==> src/rtl/core/mss_pkg.sv <==
`timescale 1ns / 1ps
`default_nettype none
// ---------------------------------------------------------------------------
// mss_pkg
// Shared types and constants of the seven-segment scanner.
// ---------------------------------------------------------------------------
package mss_pkg;

    // Display size and field widths.
    localparam int DIGITS_MAX_DFLT = 8;
    localparam int NUM_W           = 27;
    localparam int WIDTH_W         = 4;
    localparam int ENABLES_W       = 8;
    localparam int SEG_W           = 8;
    localparam int BCD_DIGITS      = 9;
    localparam int CALC_W          = 5;

    // Stream payload widths, padded to whole bytes.
    localparam int S_TDATA_W = 32;
    localparam int M_TDATA_W = 16;

    // Configuration port.
    localparam int CFG_DATA_W = 64;
    localparam int CFG_ADDR_W = 2;

    localparam logic [CFG_ADDR_W-1:0] REG_NUM_DIGITS   = 2'd0;
    localparam logic [CFG_ADDR_W-1:0] REG_COMMON_ANODE = 2'd1;
    localparam logic [CFG_ADDR_W-1:0] REG_SEG_LOW      = 2'd2;
    localparam logic [CFG_ADDR_W-1:0] REG_SEG_HIGH     = 2'd3;

    localparam logic [3:0] NUM_DIGITS_RST = 4'd8;

    // Segment levels of a blank display.
    localparam logic [SEG_W-1:0] BLANK_SEG_CATHODE = 8'h00;
    localparam logic [SEG_W-1:0] BLANK_SEG_ANODE   = 8'hFF;

    // Commands from the controller to the datapath.
    typedef struct packed {
        logic start;
        logic shift;
        logic store;
        logic rewind;
        logic load_blank;
        logic load_show;
        logic advance;
    } scan_cmd_t;

endpackage
`default_nettype wire

==> src/rtl/core/mss_datapath.sv <==
`timescale 1ns / 1ps
`default_nettype none
// ---------------------------------------------------------------------------
// mss_datapath
// Binary to BCD shifter, digit store, configuration registers, scan
// position and the output item register.
// ---------------------------------------------------------------------------
module mss_datapath #(
    parameter int MAX_DIGITS = mss_pkg::DIGITS_MAX_DFLT
) (
    input  wire logic                            aclk,
    input  wire logic                            aresetn,
    input  wire mss_pkg::scan_cmd_t              cmd,
    input  wire logic [mss_pkg::NUM_W-1:0]       number,
    input  wire logic [mss_pkg::WIDTH_W-1:0]     width,
    input  wire logic                            cfg_we,
    input  wire logic [mss_pkg::CFG_ADDR_W-1:0]  cfg_addr,
    input  wire logic [mss_pkg::CFG_DATA_W-1:0]  cfg_wdata,
    output logic      [mss_pkg::ENABLES_W-1:0]   digit_enables,
    output logic      [mss_pkg::SEG_W-1:0]       segments,
    output logic                                 run_end
);

    localparam int IDX_W = (MAX_DIGITS > 1) ? $clog2(MAX_DIGITS) : 1;
    localparam int FP_W  = $clog2(MAX_DIGITS + 1);
    localparam int CW    = mss_pkg::CALC_W;
    localparam int BCD_W = 4 * mss_pkg::BCD_DIGITS;

    // Configuration registers.
    logic [3:0]  num_digits_reg;
    logic        common_anode_reg;
    logic [63:0] seg_low_reg;
    logic [15:0] seg_high_reg;

    // Conversion registers.
    logic [mss_pkg::NUM_W-1:0]   bin_reg;
    logic [BCD_W-1:0]            bcd_reg;
    logic [mss_pkg::WIDTH_W-1:0] wi_reg;

    // Display state.
    logic [3:0]      store_reg [MAX_DIGITS];
    logic [FP_W-1:0] fp_reg;
    logic [IDX_W-1:0] scan_reg;

    // Output item register.
    logic [mss_pkg::ENABLES_W-1:0] en_reg;
    logic [mss_pkg::SEG_W-1:0]     seg_reg;
    logic                          run_end_reg;

    // Wired digit count clamped to the display size.
    function automatic logic [FP_W-1:0] clamp_count(input logic [3:0] x);
        logic [FP_W-1:0] r;
        if (x == 4'd0) begin
            r = FP_W'(1);
        end else if (32'(x) > MAX_DIGITS) begin
            r = FP_W'(MAX_DIGITS);
        end else begin
            r = FP_W'(x);
        end
        return r;
    endfunction

    logic [FP_W-1:0] nd;
    logic [FP_W-1:0] nd_new;
    assign nd     = clamp_count(num_digits_reg);
    assign nd_new = clamp_count(cfg_wdata[3:0]);

    // Add-3 correction of every BCD digit before the shift.
    logic [BCD_W-1:0] bcd_adj;
    always_comb begin
        for (int j = 0; j < mss_pkg::BCD_DIGITS; j++) begin
            bcd_adj[4*j +: 4] = (bcd_reg[4*j +: 4] >= 4'd5) ?
                                bcd_reg[4*j +: 4] + 4'd3 : bcd_reg[4*j +: 4];
        end
    end

    // Leading digit: the value above the lower width-1 digits, saturated at 9.
    logic [3:0] bcd_dig [mss_pkg::BCD_DIGITS];
    logic [3:0] lead_pos;
    logic       upper_nz;
    logic [3:0] lead;
    always_comb begin
        for (int j = 0; j < mss_pkg::BCD_DIGITS; j++) begin
            bcd_dig[j] = bcd_reg[4*j +: 4];
        end
        lead_pos = wi_reg - 4'd1;
        upper_nz = 1'b0;
        for (int j = 0; j < mss_pkg::BCD_DIGITS; j++) begin
            if (4'(j) > lead_pos && bcd_dig[j] != 4'd0) begin
                upper_nz = 1'b1;
            end
        end
        if (32'(lead_pos) >= mss_pkg::BCD_DIGITS) begin
            lead = 4'd0;
        end else if (upper_nz) begin
            lead = 4'd9;
        end else begin
            lead = bcd_dig[lead_pos];
        end
    end

    // Store positions and fill position update.
    logic [CW-1:0]   fpx;
    logic [CW-1:0]   wix;
    logic [CW-1:0]   base;
    logic            lower_ok;
    logic [FP_W-1:0] fp_after;
    assign fpx      = CW'(fp_reg);
    assign wix      = CW'(wi_reg);
    assign base     = fpx - wix;
    assign lower_ok = (wi_reg > 4'd1) && (fpx >= wix);
    assign fp_after = (fpx > wix) ? FP_W'(base) : '0;

    // Scan position and the shown digit.
    logic [IDX_W-1:0] scan_eff;
    logic [IDX_W-1:0] scan_nxt;
    logic [3:0]       shown;
    logic [79:0]      seg_tbl;
    logic [7:0]       seg_raw;
    logic [mss_pkg::ENABLES_W-1:0] wired;
    logic [mss_pkg::ENABLES_W-1:0] scan_bit;
    logic [mss_pkg::ENABLES_W-1:0] blank_en;
    always_comb begin
        scan_eff = (FP_W'(scan_reg) >= nd) ? '0 : scan_reg;
        scan_nxt = (FP_W'(scan_eff) + FP_W'(1) >= nd) ? '0 : scan_eff + IDX_W'(1);
        shown    = store_reg[scan_eff];
        seg_tbl  = {seg_high_reg, seg_low_reg};
        seg_raw  = (shown < 4'd10) ? seg_tbl[{shown, 3'b000} +: 8] : 8'h00;
        for (int i = 0; i < mss_pkg::ENABLES_W; i++) begin
            wired[i] = (i < 32'(nd));
        end
        scan_bit = mss_pkg::ENABLES_W'(1) << scan_eff;
        blank_en = common_anode_reg ? '0 : wired;
    end

    // Configuration registers, written from the port.
    always_ff @(posedge aclk) begin
        if (!aresetn) begin
            num_digits_reg   <= mss_pkg::NUM_DIGITS_RST;
            common_anode_reg <= 1'b0;
            seg_low_reg      <= '0;
            seg_high_reg     <= '0;
        end else if (cfg_we) begin
            unique case (cfg_addr)
                mss_pkg::REG_NUM_DIGITS:   num_digits_reg   <= cfg_wdata[3:0];
                mss_pkg::REG_COMMON_ANODE: common_anode_reg <= cfg_wdata[0];
                mss_pkg::REG_SEG_LOW:      seg_low_reg      <= cfg_wdata[63:0];
                mss_pkg::REG_SEG_HIGH:     seg_high_reg     <= cfg_wdata[15:0];
                default: ;
            endcase
        end
    end

    // Shift-and-add-3 conversion, one input bit per cycle.
    always_ff @(posedge aclk) begin
        if (cmd.start) begin
            bin_reg <= number;
            bcd_reg <= '0;
            wi_reg  <= (width == '0) ? mss_pkg::WIDTH_W'(1) : width;
        end else if (cmd.shift) begin
            bcd_reg <= {bcd_adj[BCD_W-2:0], bin_reg[mss_pkg::NUM_W-1]};
            bin_reg <= {bin_reg[mss_pkg::NUM_W-2:0], 1'b0};
        end
    end

    // Digit store, fill position and scan position.
    always_ff @(posedge aclk) begin
        if (!aresetn) begin
            for (int p = 0; p < MAX_DIGITS; p++) begin
                store_reg[p] <= 4'd0;
            end
            fp_reg   <= clamp_count(mss_pkg::NUM_DIGITS_RST);
            scan_reg <= '0;
        end else begin
            if (cmd.store && fpx != '0) begin
                for (int p = 0; p < MAX_DIGITS; p++) begin
                    if (CW'(p) == fpx - CW'(1)) begin
                        store_reg[p] <= lead;
                    end else if (lower_ok && CW'(p) >= base && CW'(p) < fpx - CW'(1)) begin
                        store_reg[p] <= bcd_dig[4'(CW'(p) - base)];
                    end
                end
            end
            if (cfg_we && cfg_addr == mss_pkg::REG_NUM_DIGITS) begin
                fp_reg <= nd_new;
                if (FP_W'(scan_reg) >= nd_new) begin
                    scan_reg <= '0;
                end
            end else if (cmd.store) begin
                fp_reg <= cmd.rewind ? nd : fp_after;
            end
            if (cmd.advance) begin
                scan_reg <= scan_nxt;
            end
        end
    end

    // Output item register: blanking item, then the scanned digit.
    always_ff @(posedge aclk) begin
        if (cmd.load_blank) begin
            en_reg      <= blank_en;
            seg_reg     <= common_anode_reg ? mss_pkg::BLANK_SEG_ANODE
                                            : mss_pkg::BLANK_SEG_CATHODE;
            run_end_reg <= 1'b0;
        end else if (cmd.load_show) begin
            en_reg      <= common_anode_reg ? (blank_en | scan_bit) : (blank_en & ~scan_bit);
            seg_reg     <= common_anode_reg ? ~seg_raw : seg_raw;
            run_end_reg <= 1'b1;
        end
    end

    assign digit_enables = en_reg;
    assign segments      = seg_reg;
    assign run_end       = run_end_reg;

endmodule
`default_nettype wire

==> src/rtl/core/mss_ctrl.sv <==
`timescale 1ns / 1ps
`default_nettype none
// ---------------------------------------------------------------------------
// mss_ctrl
// Sequencer: takes an item, runs the conversion, stores the digits and
// hands out the two result items of a refresh.
// ---------------------------------------------------------------------------
module mss_ctrl (
    input  wire logic               aclk,
    input  wire logic               aresetn,
    input  wire logic               s_tvalid,
    output logic                    s_tready,
    input  wire logic               s_tlast,
    output logic                    m_tvalid,
    input  wire logic               m_tready,
    output mss_pkg::scan_cmd_t      cmd
);

    localparam int CNT_W = $clog2(mss_pkg::NUM_W + 1);

    typedef enum logic [2:0] {
        ST_IDLE,
        ST_CONV,
        ST_STORE,
        ST_BLANK,
        ST_SHOW
    } state_t;

    state_t           state_reg, state_next;
    logic [CNT_W-1:0] cnt_reg, cnt_next;
    logic             last_reg, last_next;
    logic             m_tvalid_reg, m_tvalid_next;

    // Next state and commands.
    always_comb begin
        state_next    = state_reg;
        cnt_next      = cnt_reg;
        last_next     = last_reg;
        m_tvalid_next = m_tvalid_reg;
        cmd           = '0;
        unique case (state_reg)
            ST_IDLE: begin
                if (s_tvalid) begin
                    cmd.start  = 1'b1;
                    last_next  = s_tlast;
                    cnt_next   = CNT_W'(mss_pkg::NUM_W);
                    state_next = ST_CONV;
                end
            end
            ST_CONV: begin
                cmd.shift = 1'b1;
                cnt_next  = cnt_reg - CNT_W'(1);
                if (cnt_reg == CNT_W'(1)) begin
                    state_next = ST_STORE;
                end
            end
            ST_STORE: begin
                cmd.store  = 1'b1;
                cmd.rewind = last_reg;
                if (last_reg) begin
                    cmd.load_blank = 1'b1;
                    m_tvalid_next  = 1'b1;
                    state_next     = ST_BLANK;
                end else begin
                    state_next = ST_IDLE;
                end
            end
            ST_BLANK: begin
                if (m_tready) begin
                    cmd.load_show = 1'b1;
                    state_next    = ST_SHOW;
                end
            end
            ST_SHOW: begin
                if (m_tready) begin
                    cmd.advance   = 1'b1;
                    m_tvalid_next = 1'b0;
                    state_next    = ST_IDLE;
                end
            end
            default: state_next = ST_IDLE;
        endcase
    end

    // State and registered outputs.
    always_ff @(posedge aclk) begin
        if (!aresetn) begin
            state_reg    <= ST_IDLE;
            cnt_reg      <= '0;
            last_reg     <= 1'b0;
            m_tvalid_reg <= 1'b0;
        end else begin
            state_reg    <= state_next;
            cnt_reg      <= cnt_next;
            last_reg     <= last_next;
            m_tvalid_reg <= m_tvalid_next;
        end
    end

    assign s_tready = (state_reg == ST_IDLE);
    assign m_tvalid = m_tvalid_reg;

endmodule
`default_nettype wire

==> src/rtl/core/multiplexed_seven_segment_scanner_unit.sv <==
// Each item is converted by the bit-serial BCD shifter (one input bit per
// cycle) and then stored; an item marked last also loads the blanking item.
// A new item is taken only after the last one is stored and, for an item
// marked last, after both result items have been handed out.
// Reset (aresetn low, synchronous): eight digits, common cathode, blank
// segment table, digit store zero, scan position zero.
`timescale 1ns / 1ps
`default_nettype none
// ---------------------------------------------------------------------------
// multiplexed_seven_segment_scanner_unit
// Fills a decimal digit store from incoming numbers and emits one scan step
// of a multiplexed seven-segment display per refresh.
// ---------------------------------------------------------------------------
module multiplexed_seven_segment_scanner_unit #(
    parameter int MAX_DIGITS = mss_pkg::DIGITS_MAX_DFLT
) (
    input  wire logic                                aclk,
    input  wire logic                                aresetn,
    // Input items.
    input  wire logic                                s_tvalid,
    output logic                                     s_tready,
    input  wire logic [mss_pkg::S_TDATA_W-1:0]       s_tdata,  // number[26:0], width[30:27]
    input  wire logic                                s_tlast,  // last_value
    // Result items.
    output logic                                     m_tvalid,
    input  wire logic                                m_tready,
    output logic      [mss_pkg::M_TDATA_W-1:0]       m_tdata,  // digit_enables[7:0], segments[15:8]
    output logic                                     m_tlast,  // run_end
    // Configuration writes.
    input  wire logic                                cfg_we,
    input  wire logic [mss_pkg::CFG_ADDR_W-1:0]      cfg_addr,
    input  wire logic [mss_pkg::CFG_DATA_W-1:0]      cfg_wdata
);

    mss_pkg::scan_cmd_t              cmd;
    logic [mss_pkg::ENABLES_W-1:0]   digit_enables;
    logic [mss_pkg::SEG_W-1:0]       segments;

    // Sequencer.
    mss_ctrl u_ctrl (
        .aclk     (aclk),
        .aresetn  (aresetn),
        .s_tvalid (s_tvalid),
        .s_tready (s_tready),
        .s_tlast  (s_tlast),
        .m_tvalid (m_tvalid),
        .m_tready (m_tready),
        .cmd      (cmd)
    );

    // Conversion, storage and output.
    mss_datapath #(
        .MAX_DIGITS (MAX_DIGITS)
    ) u_datapath (
        .aclk          (aclk),
        .aresetn       (aresetn),
        .cmd           (cmd),
        .number        (s_tdata[mss_pkg::NUM_W-1:0]),
        .width         (s_tdata[mss_pkg::NUM_W +: mss_pkg::WIDTH_W]),
        .cfg_we        (cfg_we),
        .cfg_addr      (cfg_addr),
        .cfg_wdata     (cfg_wdata),
        .digit_enables (digit_enables),
        .segments      (segments),
        .run_end       (m_tlast)
    );

    assign m_tdata = {segments, digit_enables};

endmodule
`default_nettype wire

==> config.mk <==
export PLATFORM = sky130hd
export DESIGN_NAME = multiplexed_seven_segment_scanner_unit
export DESIGN_NICKNAME = d
export VERILOG_FILES = /design/src/rtl/core/mss_pkg.sv /design/src/rtl/core/mss_datapath.sv /design/src/rtl/core/mss_ctrl.sv /design/src/rtl/core/multiplexed_seven_segment_scanner_unit.sv
export SDC_FILE = /design/constraint.sdc
export NUM_CORES = 1
export LEC_CHECK = 0
export BUFFER_PORTS_ARGS = -buffer_cell sky130_fd_sc_hd__buf_2
export CAP_MARGIN = 20
export CORE_MARGIN = 2
export CORE_UTILIZATION = 55
export DETAILED_ROUTE_END_ITERATION = 12
export PLACE_DENSITY = 0.8
export SKIP_CTS_REPAIR_TIMING = 1
export SYNTH_ARGS = -nofsm -noshare
export SYNTH_HDL_FRONTEND = slang
export SYNTH_HIERARCHICAL = 1
export SYNTH_SLANG_ARGS = --single-unit
==> constraint.sdc <==
create_clock -name aclk -period 3.9 [get_ports aclk]
set_clock_uncertainty 0.15 [all_clocks]
set_input_delay 0.195 -clock aclk [delete_from_list [all_inputs] [get_ports aclk]]
set_output_delay 0.195 -clock aclk [all_outputs]
set_load 0.01 [all_outputs]
Yosys cells after proc, flatten, opt, wreduce, memory -nomap -nowiden
Memory sizes are Yosys's and may differ from the RTL's.
Cells that the tools add are included.

word-level totals
  output and inout port bits = 19
  input bits = 104
  memory bits (writable) = 32
  word-level logic and storage cells = 391
  register bits after elaboration = 186
  memories kept = 1

cells by class
  add/subtract/negate cells = 23
  equal/unequal tests = 20
  mux-type cells = 179
  shift-type cells = 2
  bitwise gates (word level) = 29
  magnitude comparators = 61
  reduce and logical (&&, ||, !) cells = 60

memories
  memory                words  bits a word  read ports  clocked after memory_dff  write ports  RTL line            source
  u_datapath.store_reg  8      4            1           0                         8            mss_datapath.sv:41  logic [3:0] store_reg [MAX_DIGITS];

operator list
  operator                                                           count
  2-to-1 mux 4 bit                                                   52
  binary-select mux 4 bit (select 4 bit)                             9
  2-to-1 mux 1 bit                                                   91
  variable part select 80 x 8 -> 8 bit                               1
  2-to-1 mux 8 bit                                                   9
  2-to-1 mux 27 bit                                                  2
  greater-or-equal comparator 5 bit, second input constant           9
  NOT 4 -> 5 bit                                                     9
  greater-or-equal comparator 4 x 3 -> 1 bit, second input constant  9
  nonzero test 4 bit                                                 9
  2-to-1 mux 3 bit                                                   11
  adder 4 x 2 -> 4 bit, second input constant                        8
  logical AND 1 bit                                                  28
  equality test 3 x 5 -> 1 bit, first input constant                 4
  greater-or-equal comparator 3 x 5 -> 1 bit, first input constant   4
  less-than comparator 3 x 5 -> 1 bit, first input constant          4
  > comparator 3 x 4 -> 1 bit, first input constant                  4
  less-than comparator 3 x 4 -> 1 bit, first input constant          4
  NOT 8 bit                                                          2
  OR 1 bit                                                           16
  subtractor 3 x 4 -> 4 bit, first input constant                    4
  case mux 3 bit (5 select lines)                                    1
  AND reduction 2 bit                                                7
  nonzero test 2 bit                                                 7
  other kinds (49)                                                   70

Depth between registers and ports, before layout
  depth after elaboration = 16
  gate-level depth with buffers = 17

Cells and area by module
Netlist, hierarchy kept.

modules (own cells, without submodules)
  module        area each (µm²)  sequential area each (µm²)  cells each  times used
  mss_datapath  13299.0          4954.8                      1445        1
  mss_ctrl      618.1            200.2                       71          1

Least setup slack after synthesis
No wires, ideal clock.

  path type = reg-to-reg
  start point = register u_datapath.fp_reg[0]
  end point = memory u_datapath.store_reg[4][0] (enable)
  arrival = 3.285 ns
  path slack = 0.158 ns
  setup time = 0.307 ns
  buffers on the path = 2
  required time = 3.443 ns
  stages on the path, launching flop included = 14
  path through = dfxtp_1 -> inv_1 -> ha_1 -> inv_1 -> fa_1 -> clkbuf_1 -> inv_1 -> clkbuf_1 -> ha_1 -> inv_1 -> o21ai_0 -> a22oi_1 -> a2111oi_2 -> or3_1

RTL lines
  what                      RTL line             source
  start: declaration        mss_datapath.sv:42   logic [FP_W-1:0] fp_reg;
  start signal: assignment  mss_datapath.sv:172  fp_reg <= clamp_count(mss_pkg::NUM_DIGITS_RST);
  start signal: assignment  mss_datapath.sv:185  fp_reg <= nd_new;
  start signal: assignment  mss_datapath.sv:190  fp_reg <= cmd.rewind ? nd : fp_after;
  end: declaration          mss_datapath.sv:41

Worst setup path after layout
  start point = register u_datapath.num_digits_reg[1]
  end point = register u_datapath.seg_reg, in the netlist u_datapath/segments[2], data pin

on the way
  cells in the longest elaborated chain, start to end = 12

RTL lines
  what                                                                                RTL line             source
  start: declaration                                                                  mss_datapath.sv:30   logic [3:0] num_digits_reg;
  start signal: assignment                                                            mss_datapath.sv:139  num_digits_reg <= mss_pkg::NUM_DIGITS_RST;
  start signal: assignment                                                            mss_datapath.sv:145  mss_pkg::REG_NUM_DIGITS: num_digits_reg <= cfg_wdata[3:0];
  > comparator 4 bit                                                                  mss_datapath.sv:55   end else if (32'(x) > MAX_DIGITS) begin
  2-to-1 mux 4 bit                                                                    mss_datapath.sv:55
  2-to-1 mux 4 bit (*)                                                                mss_datapath.sv:53   if (x == 4'd0) begin
  greater-or-equal comparator 3 x 4 -> 1 bit (*)                                      mss_datapath.sv:124  scan_eff = (FP_W'(scan_reg) >= nd) ? '0 : scan_reg;
  2-to-1 mux 3 bit (*)                                                                mss_datapath.sv:124
  memory read (8 x 4 bit) (*)                                                         -
  variable part select 80 x 8 -> 8 bit or less-than comparator 4 bit (tied branches)  mss_datapath.sv:128  seg_raw = (shown < 4'd10) ? seg_tbl[{shown, 3'b000} +: 8] : 8'h00;
  2-to-1 mux 8 bit (*)                                                                mss_datapath.sv:128
  NOT 8 bit                                                                           mss_datapath.sv:207  seg_reg <= common_anode_reg ? ~seg_raw : seg_raw;
  2-to-1 mux 8 bit (*)                                                                mss_datapath.sv:207
  2-to-1 mux 8 bit (*)                                                                mss_datapath.sv:205  end else if (cmd.load_show) begin
  2-to-1 mux 8 bit (*)                                                                mss_datapath.sv:200  if (cmd.load_blank) begin
  end signal: assignment                                                              mss_datapath.sv:202  seg_reg <= common_anode_reg ? mss_pkg::BLANK_SEG_ANODE
  end signal: assignment                                                              mss_datapath.sv:207
  end: declaration                                                                    mss_datapath.sv:47   logic [mss_pkg::SEG_W-1:0] seg_reg;

Every way passes the cells marked *; elsewhere a longest branch is shown, timed or not. The select of a mux whose other input is x is not followed.
A chain may end at the register's enable or synchronous reset.

==> impl_table.tex <==
\begin{tabular}{lr}
\hline
Metric & Value \\
\hline
\multicolumn{2}{l}{\textbf{Floorplanning}} \\
\quad Height of the chip & $\sim$160 µm \\
\quad Die X-Extent & 163.1 µm \\
\quad Overall die area & about 27,000 µm² \\
\quad Count of boundary I/O pins & $\sim$120 \\
\quad Floorplan Core Area & roughly 25,000 µm² \\
\quad Initial core utilization & 55.59\% \\
\quad Standard-cell row count & 58 \\
\multicolumn{2}{l}{\textbf{Synth}} \\
\quad Number of flops mapped to enable cells by yosys & between 70 and 80 \\
\quad Number of register bits inferred by synthesis & $\sim$220 \\
\quad Area leader, netlist & dfxtp\_1 \\
\quad Warning count from the yosys run & 6 \\
\quad Top-area cell type share of the netlist area & between 10\% and 20\% \\
\quad Post-synthesis cell type count & 89 \\
\quad Fraction of synthesized cell area in xor and xnor cells & between 2 and 3\% \\
\quad Number of instances in the synthesized netlist & $\sim$1,500 \\
\quad Top post-synthesis cells by count & nand2\_1, dfxtp\_1, a21oi\_1 \\
\quad Register area share after synthesis & between 30 and 40\% \\
\quad Largest family of logic cells by synthesized area & compound AO/OA/AOI/OAI gates \\
\quad Mapped cell area & around 14,000 µm² \\
\quad Async set-reset flop share out of synthesis & 0\% \\
\quad Synth Flop Type & dfxtp\_1 \\
\quad Synth Area in Compound Gates & a little under a fifth \\
\quad Proportion of synthesized area in mux cells & between 10 and 15\% \\
\quad Area fraction in and, or, nand and nor cells after synthesis & roughly 16\% \\
\quad Average cell area after synthesis & between 9 and 10 µm² \\
\quad Post-Syn Nets & about 1,700 \\
\quad Dominant cell by count in the synthesized netlist & nand2\_1 \\
\quad Main area contributors after synthesis & dfxtp\_1, edfxtp\_1, nand2\_1, mux4\_2, mux2i\_1 \\
\quad Share of synthesized cell area in full adder, half adder and majority cells & approximately 5.4\% \\
\multicolumn{2}{l}{\textbf{Place}} \\
\quad Final Wtd Congestion & approximately 0.96 \\
\quad Number of input and output port buffers inserted & 121 \\
\quad HPWL after detailed placement & $\sim$27,000 µm \\
\multicolumn{2}{l}{\textbf{Critical path}} \\
\quad Worst setup path startpoint & u\_datapath/num\_digits\_reg[1] \\
\quad Required time of the critical path & 4.03 ns \\
\quad Kind of end point of the critical path & flop \\
\quad Crit-path max cell delay & about 0.5 ns \\
\quad Ordered cell list for the critical path & nor2\_1 > nor2\_1 > nor2\_1 > ha\_1 > nand2b\_4 > a211o\_1 > a31oi\_1 > and4\_1 > nand3\_1 > o32a\_1 > nand3\_1 > xnor2\_1 \\
\quad Type of origin of the critical path & flop \\
\quad Critical Path Fanout Max & 12 \\
\quad Critical path data arrival time & $\sim$3.9 ns \\
\quad Cell at the slowest stage of the critical path & o32a\_1 \\
\quad Path type of the worst setup path & reg2reg \\
\quad Most Frequent Cell on Critical Path & nor2\_1 \\
\quad Reg2Reg Launch Point & u\_datapath/num\_digits\_reg[1] \\
\quad Cell count of the worst reg-to-reg path & 12 \\
\multicolumn{2}{l}{\textbf{Global routing}} \\
\quad Global-route wire length before repair & 58,510 µm \\
\quad Total grt overflow & 0 \\
\quad Met1 track demand over resource & between 30\% and 40\% \\
\quad Pin count of the biggest net entering global routing & 51 \\
\quad Grt met3 use & 2.920\% \\
\quad Met2 layer usage reported by global route & between 40 and 50\% \\
\quad Number of global-route vias before repair & approximately 11,000 \\
\quad Overall fraction of global-route tracks in use & 27.33\% \\
\quad Number of antenna violations at the first check in global routing & 0 \\
\quad Global routing's busiest layer & met2 \\
\multicolumn{2}{l}{\textbf{STA}} \\
\quad RSZ-0062 raised after global routing & no \\
\quad Final critical delay including setup and external delays & $\sim$3.7 ns \\
\quad Number of hold violations in the final report & 0 \\
\quad Number of endpoints failing setup at the final stage & 0 \\
\quad Post-Route Setup TNS & 0 ns \\
\quad Hold WS & 0.005051 ns \\
\quad Final-report max-slew violation count & 0 \\
\quad Share of the clock period used by the worst path & 95.49\% \\
\quad Transition time at the pin with the least slew margin & $\sim$0.98 ns \\
\quad Highest attainable clock frequency & around 0.27 GHz \\
\quad Relative slew slack & between 30\% and 40\% \\
\multicolumn{2}{l}{\textbf{Status}} \\
\quad Outcome & finished, final reports clean \\
\multicolumn{2}{l}{\textbf{Layout}} \\
\quad Nets & about 1,900 \\
\quad Max reg flops & 64 \\
\quad Count of antenna diodes in the layout & 0 \\
\quad Area overhead of the layout relative to synthesis & 20.33\% \\
\quad Fraction of layout cells with a size suffix above 1 & 18.98\% \\
\quad Fill cell count & between 1,500 and 2,000 \\
\multicolumn{2}{l}{\textbf{Route}} \\
\quad Drt initial violations & about 1,300 \\
\quad Vias post-DR & 12,719 \\
\quad Routed WL & $\sim$40,000 µm \\
\quad Routed via count divided by cell count & 6.195 \\
\quad First-pass iteration count of the detailed router & 6 \\
\quad Number of nets with antenna violations after detailed routing & 0 \\
\quad Post-route DRC violation count & 0 \\
\quad WL/cell & around 20 µm \\
\multicolumn{2}{l}{\textbf{Power}} \\
\quad Peak supply drop & between 0.3 and 0.4 mV \\
\quad Areal power density over the cells & 462.1 nW/µm² \\
\quad Leakage power total & 6.310 nW \\
\multicolumn{2}{l}{\textbf{Clock tree}} \\
\quad Clock transition at the register clock pins on the worst setup and hold paths after CTS & about 0.06 ns \\
\quad Clock latency on the worst-skew pair & between 0.5 and 0.6 ns \\
\quad Worst-case clock buffer depth & 3 \\
\quad Cell at the root of the clock tree & clkbuf\_16 \\
\quad Clock sink total & around 220 \\
\quad Number of H-tree branching levels & 1 \\
\quad Clock tree from TritonCTS & done \\
\quad Inserted Clock Buffers & 25 \\
\multicolumn{2}{l}{\textbf{Worst hold path}} \\
\quad Hold path start & s\_tvalid \\
\quad Cell depth of the worst min-delay path & 4 \\
\quad Path category of the worst min-delay check & in2reg \\
\multicolumn{2}{l}{\textbf{Run}} \\
\quad Number of max-cap violations & 0 \\
\hline
\end{tabular}
-- worst paths after layout --
path,end,slack (ns)
worst max-delay path,u_datapath/segments[2],0.18
worst min-delay path,u_ctrl/cnt_reg[1],0.005
worst max register to register,u_datapath/segments[2],0.18
worst min register to register,u_datapath/seg_low_reg[45],0.30
-- layout by cell type (no fill, tap or decap), types with 9 or more instances in the layout --
cell type,n
o2bb2ai_1,10
nand2b_1,23
a211o_1,12
inv_1,51
buf_2,121
nor2_1,95
o21ai_0,56
nor3_1,24
ha_1,57
mux2_2,32
nand3_1,27
a22o_1,20
and3_1,12
a21boi_0,37
buf_4,49
xnor2_1,29
a31oi_1,12
mux2i_1,76
xor2_1,9
clkbuf_16,27
nand2_1,247
dfxtp_1,139
dlygate4sd3_1,99
mux4_2,37
edfxtp_1,79
o211ai_1,19
a21oi_1,113
-- layer usage --
metal / vias up / share of wire [%]
met5: - / 0
met4: 0 / 4.8
met3: 153 / 7.3
met2: 630 / 49
met1: 6066 / 39
li1: 5870 / -
-- layout make-up --
type / count / area (µm²) / area share (%)
timing repair buffer: 272 / 2024 / 12.09
clock buffer: 33 / 708.2 / 4.229
multi-input combinational: 1129 / 8093 / 48.33
inverter: 58 / 217.7 / 1.300
clock inverter: 13 / 135.1 / 0.8069
sequential: 218 / 5155 / 30.78
tap: 330 / 412.9 / 2.466
-- critical path, delay by kind of cell (launching register included) --
kind | cells | cell delay (ns)
fa+ha+maj | 1 | 0.29
simple gates | 7 | 1.33
flops | 1 | 0.38
xor+xnor | 1 | 0.09
compound gates | 3 | 1.22
-- metrics by stage --
stage / instance area (µm²) / instances / worst slack [ns] / power, mW / utilization (%)
final: 16750 / 2053 / 0.1758 / 7.738 / 66.89
after global routing: 16750 / 2053 / 0.002694 / 8.049 / 66.89
after CTS: 15750 / 1954 / 0.2361 / 7.580 / 62.91
after detailed placement: 14910 / 1908 / 0.2727 / 5.177 / 59.55
after global placement: 14910 / 1908 / 0.3481 / 5.105 / 59.55
after floorplan: 13920 / 1516 / 0.1579 / 4.495 / -
-- report_power, final --
part / internal [mW] / switching, mW / leakage (nW) / total (mW)
Sequential: 2.60 / 0.136 / 1.91 / 2.74
Clock: 1.42 / 0.987 / 0.416 / 2.41
Combinational: 1.06 / 1.53 / 3.99 / 2.59
-- cell families (layout without fill, tap and decap cells) --
logic type	Yosys count	in the layout
simple gates	498	498
mux	150	150
compound gates	379	379
fa+ha+maj	59	59
flops	218	218
buf+inv	169	376
xor+xnor	43	43
Note: power is estimated with default switching activity, not from simulation.
